[config.mk]
export PLATFORM = sky130hd
export DESIGN_NAME = particle_sensor_frame_parser_unit
export DESIGN_NICKNAME = d
export VERILOG_FILES = /design/src/rtl/core/psfp_pkg.sv /design/src/rtl/core/psfp_front.sv /design/src/rtl/core/psfp_fifo.sv /design/src/rtl/core/psfp_back.sv /design/src/rtl/core/particle_sensor_frame_parser_unit.sv
export SDC_FILE = /design/constraint.sdc
export NUM_CORES = 1
export LEC_CHECK = 0
export ABC_CLOCK_PERIOD_IN_PS = 3700
export BUFFER_PORTS_ARGS = -buffer_cell sky130_fd_sc_hd__buf_4
export CORE_UTILIZATION = 55
export DETAILED_ROUTE_END_ITERATION = 6
export PLACE_DENSITY = 0.79
export SETUP_SLACK_MARGIN = 0.3
export SYNTH_ARGS = -nofsm -noshare
export SYNTH_HDL_FRONTEND = slang
export SYNTH_SLANG_ARGS = --single-unit
[constraint.sdc]
create_clock -name clk -period 3.7 [get_ports clk]
set_input_delay 0.555 -clock clk [delete_from_list [all_inputs] [get_ports clk]]
set_output_delay 0.555 -clock clk [all_outputs]
set_load 0.01 [all_outputs]
[src/rtl/core/psfp_pkg.sv]
package psfp_pkg;

    typedef enum logic
    {
        FMT_32 = 1'b0,
        FMT_10 = 1'b1
    } frame_fmt_t;

    localparam int QUEUE_DEPTH = 4;

    localparam int POS_W  = 5;
    localparam int BYTE_W = 8;
    localparam int VAL_W  = 16;

    // header and tail bytes
    localparam logic [BYTE_W-1:0] HDR0_32 = 8'h42;
    localparam logic [BYTE_W-1:0] HDR1_32 = 8'h4D;
    localparam logic [BYTE_W-1:0] HDR0_10 = 8'hAA;
    localparam logic [BYTE_W-1:0] HDR1_10 = 8'hC0;
    localparam logic [BYTE_W-1:0] TAIL_10 = 8'hAB;
    localparam logic [BYTE_W-1:0] LOW_BYTE = 8'hFF;

    // both header bytes of the 32-byte frame count towards its sum
    localparam logic [VAL_W-1:0] HDR_SUM_32 = 16'h008F;

    localparam logic [POS_W-1:0] POS_HDR0 = 5'd0;
    localparam logic [POS_W-1:0] POS_HDR1 = 5'd1;
    localparam logic [POS_W-1:0] POS_BODY = 5'd2;

    localparam logic [POS_W-1:0] POS_PM25_HI_32 = 5'd6;
    localparam logic [POS_W-1:0] POS_PM25_LO_32 = 5'd7;
    localparam logic [POS_W-1:0] POS_PM10_HI_32 = 5'd8;
    localparam logic [POS_W-1:0] POS_PM10_LO_32 = 5'd9;
    localparam logic [POS_W-1:0] POS_CHK_32     = 5'd30;
    localparam logic [POS_W-1:0] POS_LAST_32    = 5'd31;

    localparam logic [POS_W-1:0] POS_PM25_LO_10 = 5'd2;
    localparam logic [POS_W-1:0] POS_PM25_HI_10 = 5'd3;
    localparam logic [POS_W-1:0] POS_PM10_LO_10 = 5'd4;
    localparam logic [POS_W-1:0] POS_PM10_HI_10 = 5'd5;
    localparam logic [POS_W-1:0] POS_CHK_10     = 5'd8;
    localparam logic [POS_W-1:0] POS_LAST_10    = 5'd9;

    // one body byte of a frame, tagged by the front end
    typedef struct packed
    {
        frame_fmt_t          fmt;
        logic [POS_W-1:0]    pos;
        logic [BYTE_W-1:0]   data;
    } body_entry_t;

    localparam int ENTRY_W = $bits(body_entry_t);

endpackage

[src/rtl/core/psfp_front.sv]
module psfp_front
    import psfp_pkg::*;
(
    input  logic                clk,
    input  logic                rst_n,
    input  logic                cfg_valid,
    output logic                cfg_ready,
    input  logic                cfg_data,
    input  logic                s_tvalid,
    output logic                s_tready,
    input  logic [BYTE_W-1:0]   s_tdata,
    input  logic                q_full,
    output logic                q_push,
    output body_entry_t         q_entry
);

    frame_fmt_t         fmt_reg, fmt_next;
    logic [POS_W-1:0]   pos_reg, pos_next;
    logic [BYTE_W-1:0]  hdr0, hdr1;
    logic [POS_W-1:0]   last_pos;
    logic               accept;

    assign cfg_ready = 1'b1;
    // a format write takes the cycle, so no byte is taken alongside it
    assign s_tready  = ~q_full & ~cfg_valid;
    assign accept    = s_tvalid & s_tready;

    assign hdr0     = (fmt_reg == FMT_10) ? HDR0_10 : HDR0_32;
    assign hdr1     = (fmt_reg == FMT_10) ? HDR1_10 : HDR1_32;
    assign last_pos = (fmt_reg == FMT_10) ? POS_LAST_10 : POS_LAST_32;

    assign q_entry.fmt  = fmt_reg;
    assign q_entry.pos  = pos_reg;
    assign q_entry.data = s_tdata;

    always_comb
    begin
        fmt_next = fmt_reg;
        pos_next = pos_reg;
        q_push   = 1'b0;
        if (cfg_valid)
        begin
            // a format change drops any partial frame
            fmt_next = frame_fmt_t'(cfg_data);
            pos_next = POS_HDR0;
        end
        else if (accept)
        begin
            case (pos_reg)
                POS_HDR0:
                begin
                    if (s_tdata == hdr0)
                    begin
                        pos_next = POS_HDR1;
                    end
                end
                POS_HDR1:
                begin
                    if (s_tdata == hdr1)
                    begin
                        pos_next = POS_BODY;
                    end
                    else if (s_tdata == hdr0)
                    begin
                        pos_next = POS_HDR1;
                    end
                    else
                    begin
                        pos_next = POS_HDR0;
                    end
                end
                default:
                begin
                    q_push   = 1'b1;
                    pos_next = (pos_reg == last_pos) ? POS_HDR0 : pos_reg + 1'b1;
                end
            endcase
        end
    end

    always_ff @(posedge clk or negedge rst_n)
    begin
        if (!rst_n)
        begin
            fmt_reg <= FMT_32;
            pos_reg <= POS_HDR0;
        end
        else
        begin
            fmt_reg <= fmt_next;
            pos_reg <= pos_next;
        end
    end

endmodule

[src/rtl/core/psfp_fifo.sv]
module psfp_fifo
    import psfp_pkg::*;
#(
    parameter int Depth = QUEUE_DEPTH,
    parameter int Width = ENTRY_W
)
(
    input  logic                clk,
    input  logic                rst_n,
    input  logic                push,
    input  logic [Width-1:0]    wr_data,
    input  logic                pop,
    output logic [Width-1:0]    rd_data,
    output logic                full,
    output logic                empty
);

    localparam int PtrW = $clog2(Depth);
    localparam int CntW = $clog2(Depth + 1);

    logic [Width-1:0]   mem_reg [Depth];
    logic [PtrW-1:0]    wr_ptr_reg, wr_ptr_next;
    logic [PtrW-1:0]    rd_ptr_reg, rd_ptr_next;
    logic [CntW-1:0]    count_reg, count_next;

    assign full    = (count_reg == CntW'(Depth));
    assign empty   = (count_reg == '0);
    assign rd_data = mem_reg[rd_ptr_reg];

    always_comb
    begin
        wr_ptr_next = wr_ptr_reg;
        rd_ptr_next = rd_ptr_reg;
        count_next  = count_reg;
        if (push)
        begin
            wr_ptr_next = (wr_ptr_reg == PtrW'(Depth - 1)) ? '0 : wr_ptr_reg + 1'b1;
        end
        if (pop)
        begin
            rd_ptr_next = (rd_ptr_reg == PtrW'(Depth - 1)) ? '0 : rd_ptr_reg + 1'b1;
        end
        if (push && !pop)
        begin
            count_next = count_reg + 1'b1;
        end
        else if (pop && !push)
        begin
            count_next = count_reg - 1'b1;
        end
    end

    always_ff @(posedge clk or negedge rst_n)
    begin
        if (!rst_n)
        begin
            wr_ptr_reg <= '0;
            rd_ptr_reg <= '0;
            count_reg  <= '0;
        end
        else
        begin
            wr_ptr_reg <= wr_ptr_next;
            rd_ptr_reg <= rd_ptr_next;
            count_reg  <= count_next;
        end
    end

    always_ff @(posedge clk)
    begin
        if (push)
        begin
            mem_reg[wr_ptr_reg] <= wr_data;
        end
    end

endmodule

[src/rtl/core/psfp_back.sv]
module psfp_back
    import psfp_pkg::*;
(
    input  logic                clk,
    input  logic                rst_n,
    input  logic                q_empty,
    input  body_entry_t         q_entry,
    output logic                q_pop,
    output logic                m_tvalid,
    input  logic                m_tready,
    output logic [2*VAL_W-1:0]  m_tdata,
    output logic                m_tuser
);

    logic [VAL_W-1:0]   sum_reg, sum_next;
    logic [BYTE_W-1:0]  chk_reg, chk_next;
    logic [VAL_W-1:0]   pend25_reg, pend25_next;
    logic [VAL_W-1:0]   pend10_reg, pend10_next;
    logic [VAL_W-1:0]   good25_reg, good25_next;
    logic [VAL_W-1:0]   good10_reg, good10_next;
    logic               out_valid_reg, out_valid_next;
    logic               out_err_reg, out_err_next;
    logic [VAL_W-1:0]   out25_reg, out25_next;
    logic [VAL_W-1:0]   out10_reg, out10_next;

    logic               is_last;
    logic               ok;
    logic [VAL_W-1:0]   sum_base;
    logic [VAL_W-1:0]   sum_add;
    logic [BYTE_W-1:0]  b;
    logic [POS_W-1:0]   p;

    assign b = q_entry.data;
    assign p = q_entry.pos;

    assign is_last = (q_entry.fmt == FMT_10) ? (p == POS_LAST_10) : (p == POS_LAST_32);
    // a closing word needs the output slot, other words go straight through
    assign q_pop   = ~q_empty & (~is_last | ~out_valid_reg | m_tready);

    // first body byte restarts the sum
    assign sum_base = (p != POS_BODY) ? sum_reg :
                      (q_entry.fmt == FMT_32) ? HDR_SUM_32 : '0;
    assign sum_add  = sum_base + {{(VAL_W-BYTE_W){1'b0}}, b};

    always_comb
    begin
        if (q_entry.fmt == FMT_10)
        begin
            ok = (b == TAIL_10) && ((sum_reg[BYTE_W-1:0] & LOW_BYTE) == chk_reg);
        end
        else
        begin
            ok = (sum_reg == {chk_reg, b});
        end
    end

    always_comb
    begin
        sum_next       = sum_reg;
        chk_next       = chk_reg;
        pend25_next    = pend25_reg;
        pend10_next    = pend10_reg;
        good25_next    = good25_reg;
        good10_next    = good10_reg;
        out_valid_next = out_valid_reg & ~m_tready;
        out_err_next   = out_err_reg;
        out25_next     = out25_reg;
        out10_next     = out10_reg;
        if (q_pop)
        begin
            case (q_entry.fmt)
                FMT_32:
                begin
                    if (p < POS_CHK_32)
                    begin
                        sum_next = sum_add;
                    end
                    case (p)
                        POS_PM25_HI_32: pend25_next = {b, {BYTE_W{1'b0}}};
                        POS_PM25_LO_32: pend25_next = {pend25_reg[VAL_W-1:BYTE_W], b};
                        POS_PM10_HI_32: pend10_next = {b, {BYTE_W{1'b0}}};
                        POS_PM10_LO_32: pend10_next = {pend10_reg[VAL_W-1:BYTE_W], b};
                        POS_CHK_32:     chk_next    = b;
                        default:        ;
                    endcase
                end
                FMT_10:
                begin
                    if (p < POS_CHK_10)
                    begin
                        sum_next = sum_add;
                    end
                    case (p)
                        POS_PM25_LO_10: pend25_next = {{BYTE_W{1'b0}}, b};
                        POS_PM25_HI_10: pend25_next = {b, pend25_reg[BYTE_W-1:0]};
                        POS_PM10_LO_10: pend10_next = {{BYTE_W{1'b0}}, b};
                        POS_PM10_HI_10: pend10_next = {b, pend10_reg[BYTE_W-1:0]};
                        POS_CHK_10:     chk_next    = b;
                        default:        ;
                    endcase
                end
                default: ;
            endcase
            if (is_last)
            begin
                sum_next       = '0;
                out_valid_next = 1'b1;
                out_err_next   = ~ok;
                out25_next     = ok ? pend25_reg : good25_reg;
                out10_next     = ok ? pend10_reg : good10_reg;
                if (ok)
                begin
                    good25_next = pend25_reg;
                    good10_next = pend10_reg;
                end
            end
        end
    end

    always_ff @(posedge clk or negedge rst_n)
    begin
        if (!rst_n)
        begin
            sum_reg       <= '0;
            chk_reg       <= '0;
            pend25_reg    <= '0;
            pend10_reg    <= '0;
            good25_reg    <= '0;
            good10_reg    <= '0;
            out_valid_reg <= 1'b0;
        end
        else
        begin
            sum_reg       <= sum_next;
            chk_reg       <= chk_next;
            pend25_reg    <= pend25_next;
            pend10_reg    <= pend10_next;
            good25_reg    <= good25_next;
            good10_reg    <= good10_next;
            out_valid_reg <= out_valid_next;
        end
    end

    always_ff @(posedge clk)
    begin
        out_err_reg <= out_err_next;
        out25_reg   <= out25_next;
        out10_reg   <= out10_next;
    end

    assign m_tvalid = out_valid_reg;
    assign m_tdata  = {out10_reg, out25_reg};
    assign m_tuser  = out_err_reg;

endmodule

[src/rtl/core/particle_sensor_frame_parser_unit.sv]
// serial particulate-sensor frame parser
// s_* takes one received byte per word; m_* gives one word per completed frame:
// the error flag on m_tuser and the last good pm2.5 / pm10 readings on m_tdata.
// cfg_* writes the frame format (0: 32-byte frame, 1: 10-byte frame); write it
// only while no frame is in flight, it drops any partial frame and re-hunts.
// a front stage hunts the two header bytes and tags body bytes with their
// position; a small queue hands them to a back stage that keeps the sum, the
// pending and good readings, and an output register.
// throughput: one byte per cycle while the queue has room, as the back stage adds each popped byte to the sum.
// result path: the frame's last byte is written into the queue, popped by the back
// stage and registered into the output register that drives m_tvalid.
// when m_tready is low the finished result holds; body bytes keep flowing
// until the queue fills, then s_tready drops. header and junk bytes are
// swallowed without using the queue. s_tready is low while cfg_valid is high.
// reset clears the format to 0, the good readings to zero and starts hunting.
module particle_sensor_frame_parser_unit
    import psfp_pkg::*;
#(
    parameter int QueueDepth = QUEUE_DEPTH
)
(
    input  logic                clk,
    input  logic                rst_n,
    input  logic                cfg_valid,
    output logic                cfg_ready,
    input  logic                cfg_data,     // frame_format
    input  logic                s_tvalid,
    output logic                s_tready,
    input  logic [7:0]          s_tdata,      // rx_byte
    output logic                m_tvalid,
    input  logic                m_tready,
    output logic [31:0]         m_tdata,      // pm25_value, pm10_value
    output logic                m_tuser       // frame_error
);

    body_entry_t    push_entry;
    body_entry_t    pop_entry;
    logic           q_push;
    logic           q_pop;
    logic           q_full;
    logic           q_empty;

    psfp_front u_front
    (
        .clk       (clk),
        .rst_n     (rst_n),
        .cfg_valid (cfg_valid),
        .cfg_ready (cfg_ready),
        .cfg_data  (cfg_data),
        .s_tvalid  (s_tvalid),
        .s_tready  (s_tready),
        .s_tdata   (s_tdata),
        .q_full    (q_full),
        .q_push    (q_push),
        .q_entry   (push_entry)
    );

    psfp_fifo #(
        .Depth (QueueDepth),
        .Width (ENTRY_W)
    ) u_fifo
    (
        .clk     (clk),
        .rst_n   (rst_n),
        .push    (q_push),
        .wr_data (push_entry),
        .pop     (q_pop),
        .rd_data (pop_entry),
        .full    (q_full),
        .empty   (q_empty)
    );

    psfp_back u_back
    (
        .clk      (clk),
        .rst_n    (rst_n),
        .q_empty  (q_empty),
        .q_entry  (pop_entry),
        .q_pop    (q_pop),
        .m_tvalid (m_tvalid),
        .m_tready (m_tready),
        .m_tdata  (m_tdata),
        .m_tuser  (m_tuser)
    );

    a_no_push_full: assert property (@(posedge clk) disable iff (!rst_n)
        q_push |-> !q_full)
        else $error("body word pushed into a full queue");

    a_no_pop_empty: assert property (@(posedge clk) disable iff (!rst_n)
        q_pop |-> !q_empty)
        else $error("queue popped while empty");

    a_queue_flags: assert property (@(posedge clk) disable iff (!rst_n)
        !(q_full && q_empty))
        else $error("queue both full and empty");

    a_result_from_pop: assert property (@(posedge clk) disable iff (!rst_n)
        $rose(m_tvalid) |-> $past(q_pop))
        else $error("result appeared without a queue pop");

endmodule

# Yosys cells after proc, flatten, opt, wreduce, memory -nomap -nowiden

Memories as Yosys holds them, arrays and structs flattened.
Cells that the tools add are included.

Register bits: 135
Latch bits: 0
Memory bits (writable): 56
ROM bits: 0
Input port bits: 14
Word-level logic and storage cells: 136
Memories kept: 1

Add/subtract/negate cells: 6
$mul: 0
Divide/modulo/power cells: 0
Magnitude comparators: 2
Eq/ne operators: 38
Shift operators: 0
Mux-type cells: 40
Bitwise logic cells: 14
Reduce and logical (&&, ||, !) cells: 18

Memory list:

| name           | depth | bits a word | read ports | clocked after memory_dff | wr ports | RTL line        | RTL |
|---|---|---|---|---|---|---|---|
| u_fifo.mem_reg | 4     | 14          | 1          | 0                        | 1        | psfp_fifo.sv:21 | `logic [Width-1:0] mem_reg [Depth];` |

Operator list:

| operator                                                               | count |
|---|---|
| 16-bit case mux with 2 select lines                                    | 7 |
| 16-bit 2-to-1 mux                                                      | 6 |
| 8-bit 2-to-1 mux                                                       | 5 |
| 5-bit 2-to-1 mux                                                       | 6 |
| 8-bit equality test                                                    | 3 |
| 5-bit by 3-bit equality test with 1-bit output (second input constant) | 4 |
| 2-bit != test (second input constant)                                  | 10 |
| 16-bit by 8-bit adder with 16-bit output                               | 1 |
| 16-bit equality test                                                   | 1 |
| 8-bit case mux with 2 select lines                                     | 1 |
| 4-bit AND reduction                                                    | 4 |
| 3-bit != test (second input constant)                                  | 4 |
| 5-bit by 2-bit equality test with 1-bit output (second input constant) | 2 |
| 5-bit by 4-bit equality test with 1-bit output (second input constant) | 2 |
| 5-bit equality test (second input constant)                            | 2 |
| 1-bit 2-to-1 mux                                                       | 10 |
| 5-bit case mux with 2 select lines                                     | 1 |
| 3-bit by 2-bit != test with 1-bit output (second input constant)       | 3 |
| 8-bit equality test (second input constant)                            | 1 |
| 1-bit NOT                                                              | 8 |
| 3-bit 2-to-1 mux                                                       | 2 |
| 3-bit AND reduction                                                    | 2 |
| 5-bit by 1-bit adder with 5-bit output (second input constant)         | 1 |
| 5-bit by 1-bit equality test with 1-bit output (second input constant) | 1 |
| 19 further kinds                                                       | 31 |

# Logic depth before layout (Yosys ltp)

Word-level depth: 10
Gate-level depth with buffers: 16
Mapped depth without buffers: 14

# Cells and area by module

A second synthesis with hierarchy kept.

Cells, all modules: 636
Area total of the unflattened synthesis: 8989.9 µm²

By module, submodules not included:

| module     | times used | cells an instance | area an instance (µm²) | sequential area each (µm²) |
|---|---|---|---|---|
| psfp_back  | 1          | 454               | 5926.9                 | 3218.1 |
| psfp_fifo  | 1          | 110               | 2467.4                 | 1856.8 |
| psfp_front | 1          | 72                | 595.6                  | 150.1 |

# Least setup slack after synthesis

Ideal clock, no wire load.

Path kind: reg-to-reg
From: reg u_fifo.rd_ptr_reg[1]
To: reg u_back.sum_reg[12]
Library setup time: 0.082 ns
Data arrival time: 3.999 ns
Data required time: 3.618 ns
Slack: -0.380 ns
Stages on the path, launching flop included: 17
Path buffers: 2
Path through: dfrtp_1 -> buf_2 -> buf_1 -> mux4_2 -> or3b_1 -> nor3_2 -> nand2_1 -> o21a_1 -> ha_1 -> inv_1 -> fa_1 -> nand3b_1 -> a21boi_0 -> o32ai_1 -> nor3_1 -> nand2b_1 -> a31oi_1

Word-level cells in the longest chain between the ends: 8
Elaborated cells on any way between the ends: 22
Those cells by class: add/sub (1); order compare (2); eq/ne (5); mux (7); bitwise (5); reduce/logical (1); memory (1)

Ends and longest elaborated chain:

| element                                                                          | RTL line         | RTL |
|---|---|---|
| start: declaration                                                               | psfp_fifo.sv:23  | `logic [PtrW-1:0] rd_ptr_reg, rd_ptr_next;` |
| start signal: assignment                                                         | psfp_fifo.sv:64  | `rd_ptr_reg <= rd_ptr_next;` |
| memory read 4 x 14 bit (*)                                                       | -                |  |
| branches (longest 7 deep; another with 16-bit by 8-bit adder with 16-bit output) | -                |  |
| end signal: assignment                                                           | psfp_back.sv:134 | `sum_reg <= sum_next;` |
| end: declaration                                                                 | psfp_back.sv:15  | `logic [VAL_W-1:0] sum_reg, sum_next;` |

Mark *: on every way between the ends. The select of a mux whose other input is x is not followed.
A chain may end at the register's enable or synchronous reset.

# Worst setup path in the final report

From: reg u_fifo.rd_ptr_reg[0]
To: reg u_back.sum_reg[13]

The elaborated chain is that of the path after synthesis.

==> results.cfg <==
[timing]
max_clock_freq_ghz = 0.2812
finalSetupViolCount = 0
rsz0062_at_grt = yes
final_min_period_over_clock_period_pct = 96.12
whs_ns = 0.1251
worst_pin_slew_ns = 0.7728
layout_min_cycle_time_ns = 3.556
timing_hold_violations_final = 0
final.setup_skew_ns = 0.01194
final-max-slew-violation-count = 0
max_slew_margin_pct = 48.48

[logic_synthesis]
number_of_enable_type_register_cells_in_the_synthesized_netlist = 89
async_flop_share_pct = 53.40
synth.yosys.warnings = 0
synth_fp_nets = 689
seq_area_frac_synth_pct = 58.46
post_synth_instance_area_um2 = 8937
synthesis.instances = 655
synth.top_cells.by_area = edfxtp_1 30%, dfrtp_1 29%, mux2_2 5.7%
netlist.area_leader.share_pct = 29.90
ys_dominant_reg_cell = dfrtp_1
synthesis.area_per_instance_um2 = 13.64
yosys_register_bits = 191
synth_cell_type_count = 65
synth_largest_area_cell = edfxtp_1

[drt]
route.detailed.wl_per_inst_um = 19.23
detailedRoute.firstIterationViolations = 496
vias = 5637
post-route-drc-count = 0
antenna_violating_nets_post_route = 0
detail_route.wirelength_um = 18580
dr.pass1.iters = 5
post_drt_via_cell_ratio = 5.835

[setup_path]
cp_data_required_time_ns = 4.08
reg2reg_slack_ns = 0.14
worstReg2RegEnd = u_back.sum_reg[13]
worst_r2r_path_depth = 12
worst-setup-path-type = reg -> reg
critical_path_peak_fanout = 5
startpoint = u_fifo.rd_ptr_reg[0]
cp.arrival_ns = 3.93
worstSetupStartpointType = register
critPathCaptureType = register
r2r-start = u_fifo.rd_ptr_reg[0]
crit_end = u_back.sum_reg[13]

[cts]
clk-insertion-delay-late_ns = 0.44
clock_tree.buffer_depth = 2
clk_pin_slew_worst_paths_ns = 0.07
numClockSinks = 191
cts_buffers = 17
clk_root_buffer_cell = clkbuf_16
ctsHtreeMaxLevel = 4
tritoncts = built

[placed_design]
dpl-instance-area_um2 = 9618
dpl.hpwl_um = 12040
buffer_ports.inserted = 48
gpl.final_weighted_congestion = 0.8836

[layout]
largest_reg_flops = 56
syn_to_final_growth_pct = 17.53
final_core_util_pct = 66.12
insertedDiodeCount = 0
drive_above_1_share_pct = 31.47
stdcell_area_um2 = 10500
mostFrequentLayoutCells = 101 x dfrtp_1, 89 x edfxtp_1, 80 x buf_4
final_common_cell = dfrtp_1
finish.net_count = 771

[grt]
grt_antenna_before_repair = 0
via_count_of_the_first_global_routing_pass = 5772
grt_start_max_net_pins = 45
grtUsageTotal_pct = 23.67
global_route_wire_length_before_repair_um = 29620
grt-ovfl-total = 0

[power]
seqPwrFrac_pct = 35.5
power_leakage_uw = 0.004456
power.internal_uw = 5347
irDropWorstVdd_v = 0.0004934
p_sw_uw = 3059
share_clk_of_total_power_pct = 22.8
combinational_share_of_power_pct = 41.7
swShare_pct = 36.39
pwrdens_nw_per_um2 = 800.3

[floorplan]
placeableCoreArea_um2 = 15890
core.rowCount = 46
fp.dieH_um = 129.5
ioPinCount = 50
floorplan.initialDensity_pct = 56.26
floorplan.die.width_um = 129.5
design.die.area_um2 = 16760

[run]
maxCapViolations = 0

[min_path]
worst_hold_path_class = in -> async

[run_status]
status = completed
## per-layer routing
metal / wire, um / vias to the layer above / track usage (%)
met2: 9119 / 178 / 39.31
li1: - / 2570 / -
met1: 8114 / 2844 / 30.43
met4: 559 / 0 / 10.60
met5: 0 / - / 0
met3: 786 / 45 / 4.500
## power by group through the flow
stage               Clock (uW)  Sequential [uW]  Combinational (uW)
floorplan                    0             2910                2200
global placement             0             2980                2860
detailed placement           0             3010                2990
CTS                       1940             2970                3230
global route              2010             3040                3800
finish                    1910             2990                3500
## kinds of logic after synthesis
family                   synth area share [%]
buffers and inverters                   2.548
XOR/XNOR                                3.136
multiplexers                            15.93
AND/OR/NAND/NOR                         9.100
adder cells (fa/ha/maj)                 2.968
other                                 0.04196
flip-flops                              58.46
AO/OA/AOI/OAI                           7.812
## cell usage after synthesis, drive strengths merged, types with 6 or more instances
library cell	number
ha	18
o21a	6
nor2	19
and2	13
nand2b	7
buf	13
mux2i	14
a31oi	8
nand2	50
mux2	86
nand4	8
dfrtp	102
nor2b	9
inv	22
a21o	7
clkbuf	8
nor3	8
xnor2	26
nand3	13
a21oi	15
o21ai	41
a22o	7
or3	6
edfxtp	89
xor2	6
mux4	9
## area by class of cell
type / count / area [um2]
fill: 1134 / 5381
sequential: 191 / 5226
multi-input combinational: 421 / 3659
timing repair buffer: 84 / 645.6
clock buffer: 18 / 429.2
tap: 216 / 270.3
clock inverter: 14 / 187.7
inverter: 22 / 86.33
## metrics by stage
step | worst slack (ns) | TNS [ns] | total power [uW] | instances
finish | 0.1436 | 0 | 8406 | 966
CTS | 0.2078 | 0 | 8149 | 958
floorplan | 0.03512 | 0 | 5113 | 655
detailed placement | -0.01937 | -0.01937 | 6002 | 918
global placement | 0.09351 | 0 | 5845 | 918
global route | -0.04042 | -0.06243 | 8848 | 966
## critical path: stages (launching register included)
cell and delay, ns:
dfrtp_2 0.43, mux4_2 0.54, or3b_4 0.44, buf_4 0.16, or3_4 0.37, and2_4 0.18, ha_4 0.28, nand3_1 0.09
o211ai_1 0.25, o221a_4 0.25, nand3_2 0.08, or3_1 0.33, nand3_1 0.09
## what timing repair did
| item | 4_1_cts | 5_1_grt |
|---|---|---|
| cloned | 0 | 0 |
| buffers inserted | 8 | 8 |
| pin swaps | 4 | 19 |
| resized for setup | 9 | 24 |
| setup endpoints to repair | 10 | 18 |
| hold buffers | 0 | 0 |
## worst min-delay path by stage
stage	end	startpoint	slack (ns)	cells after the start
final	u_back.good25_reg[7]	rst_n	0.13	1
after global routing	u_back.good25_reg[12]	rst_n	0.17	1
after floorplan	u_back.chk_reg[0]	rst_n	0.26	0
after global placement	u_back.pend25_reg[1]	u_back.pend25_reg[1]	0.48	2
after CTS	u_back.good25_reg[10]	rst_n	0.14	1
after detailed placement	u_back.pend25_reg[1]	u_back.pend25_reg[1]	0.49	2
Power figures use the tool's default switching activity.
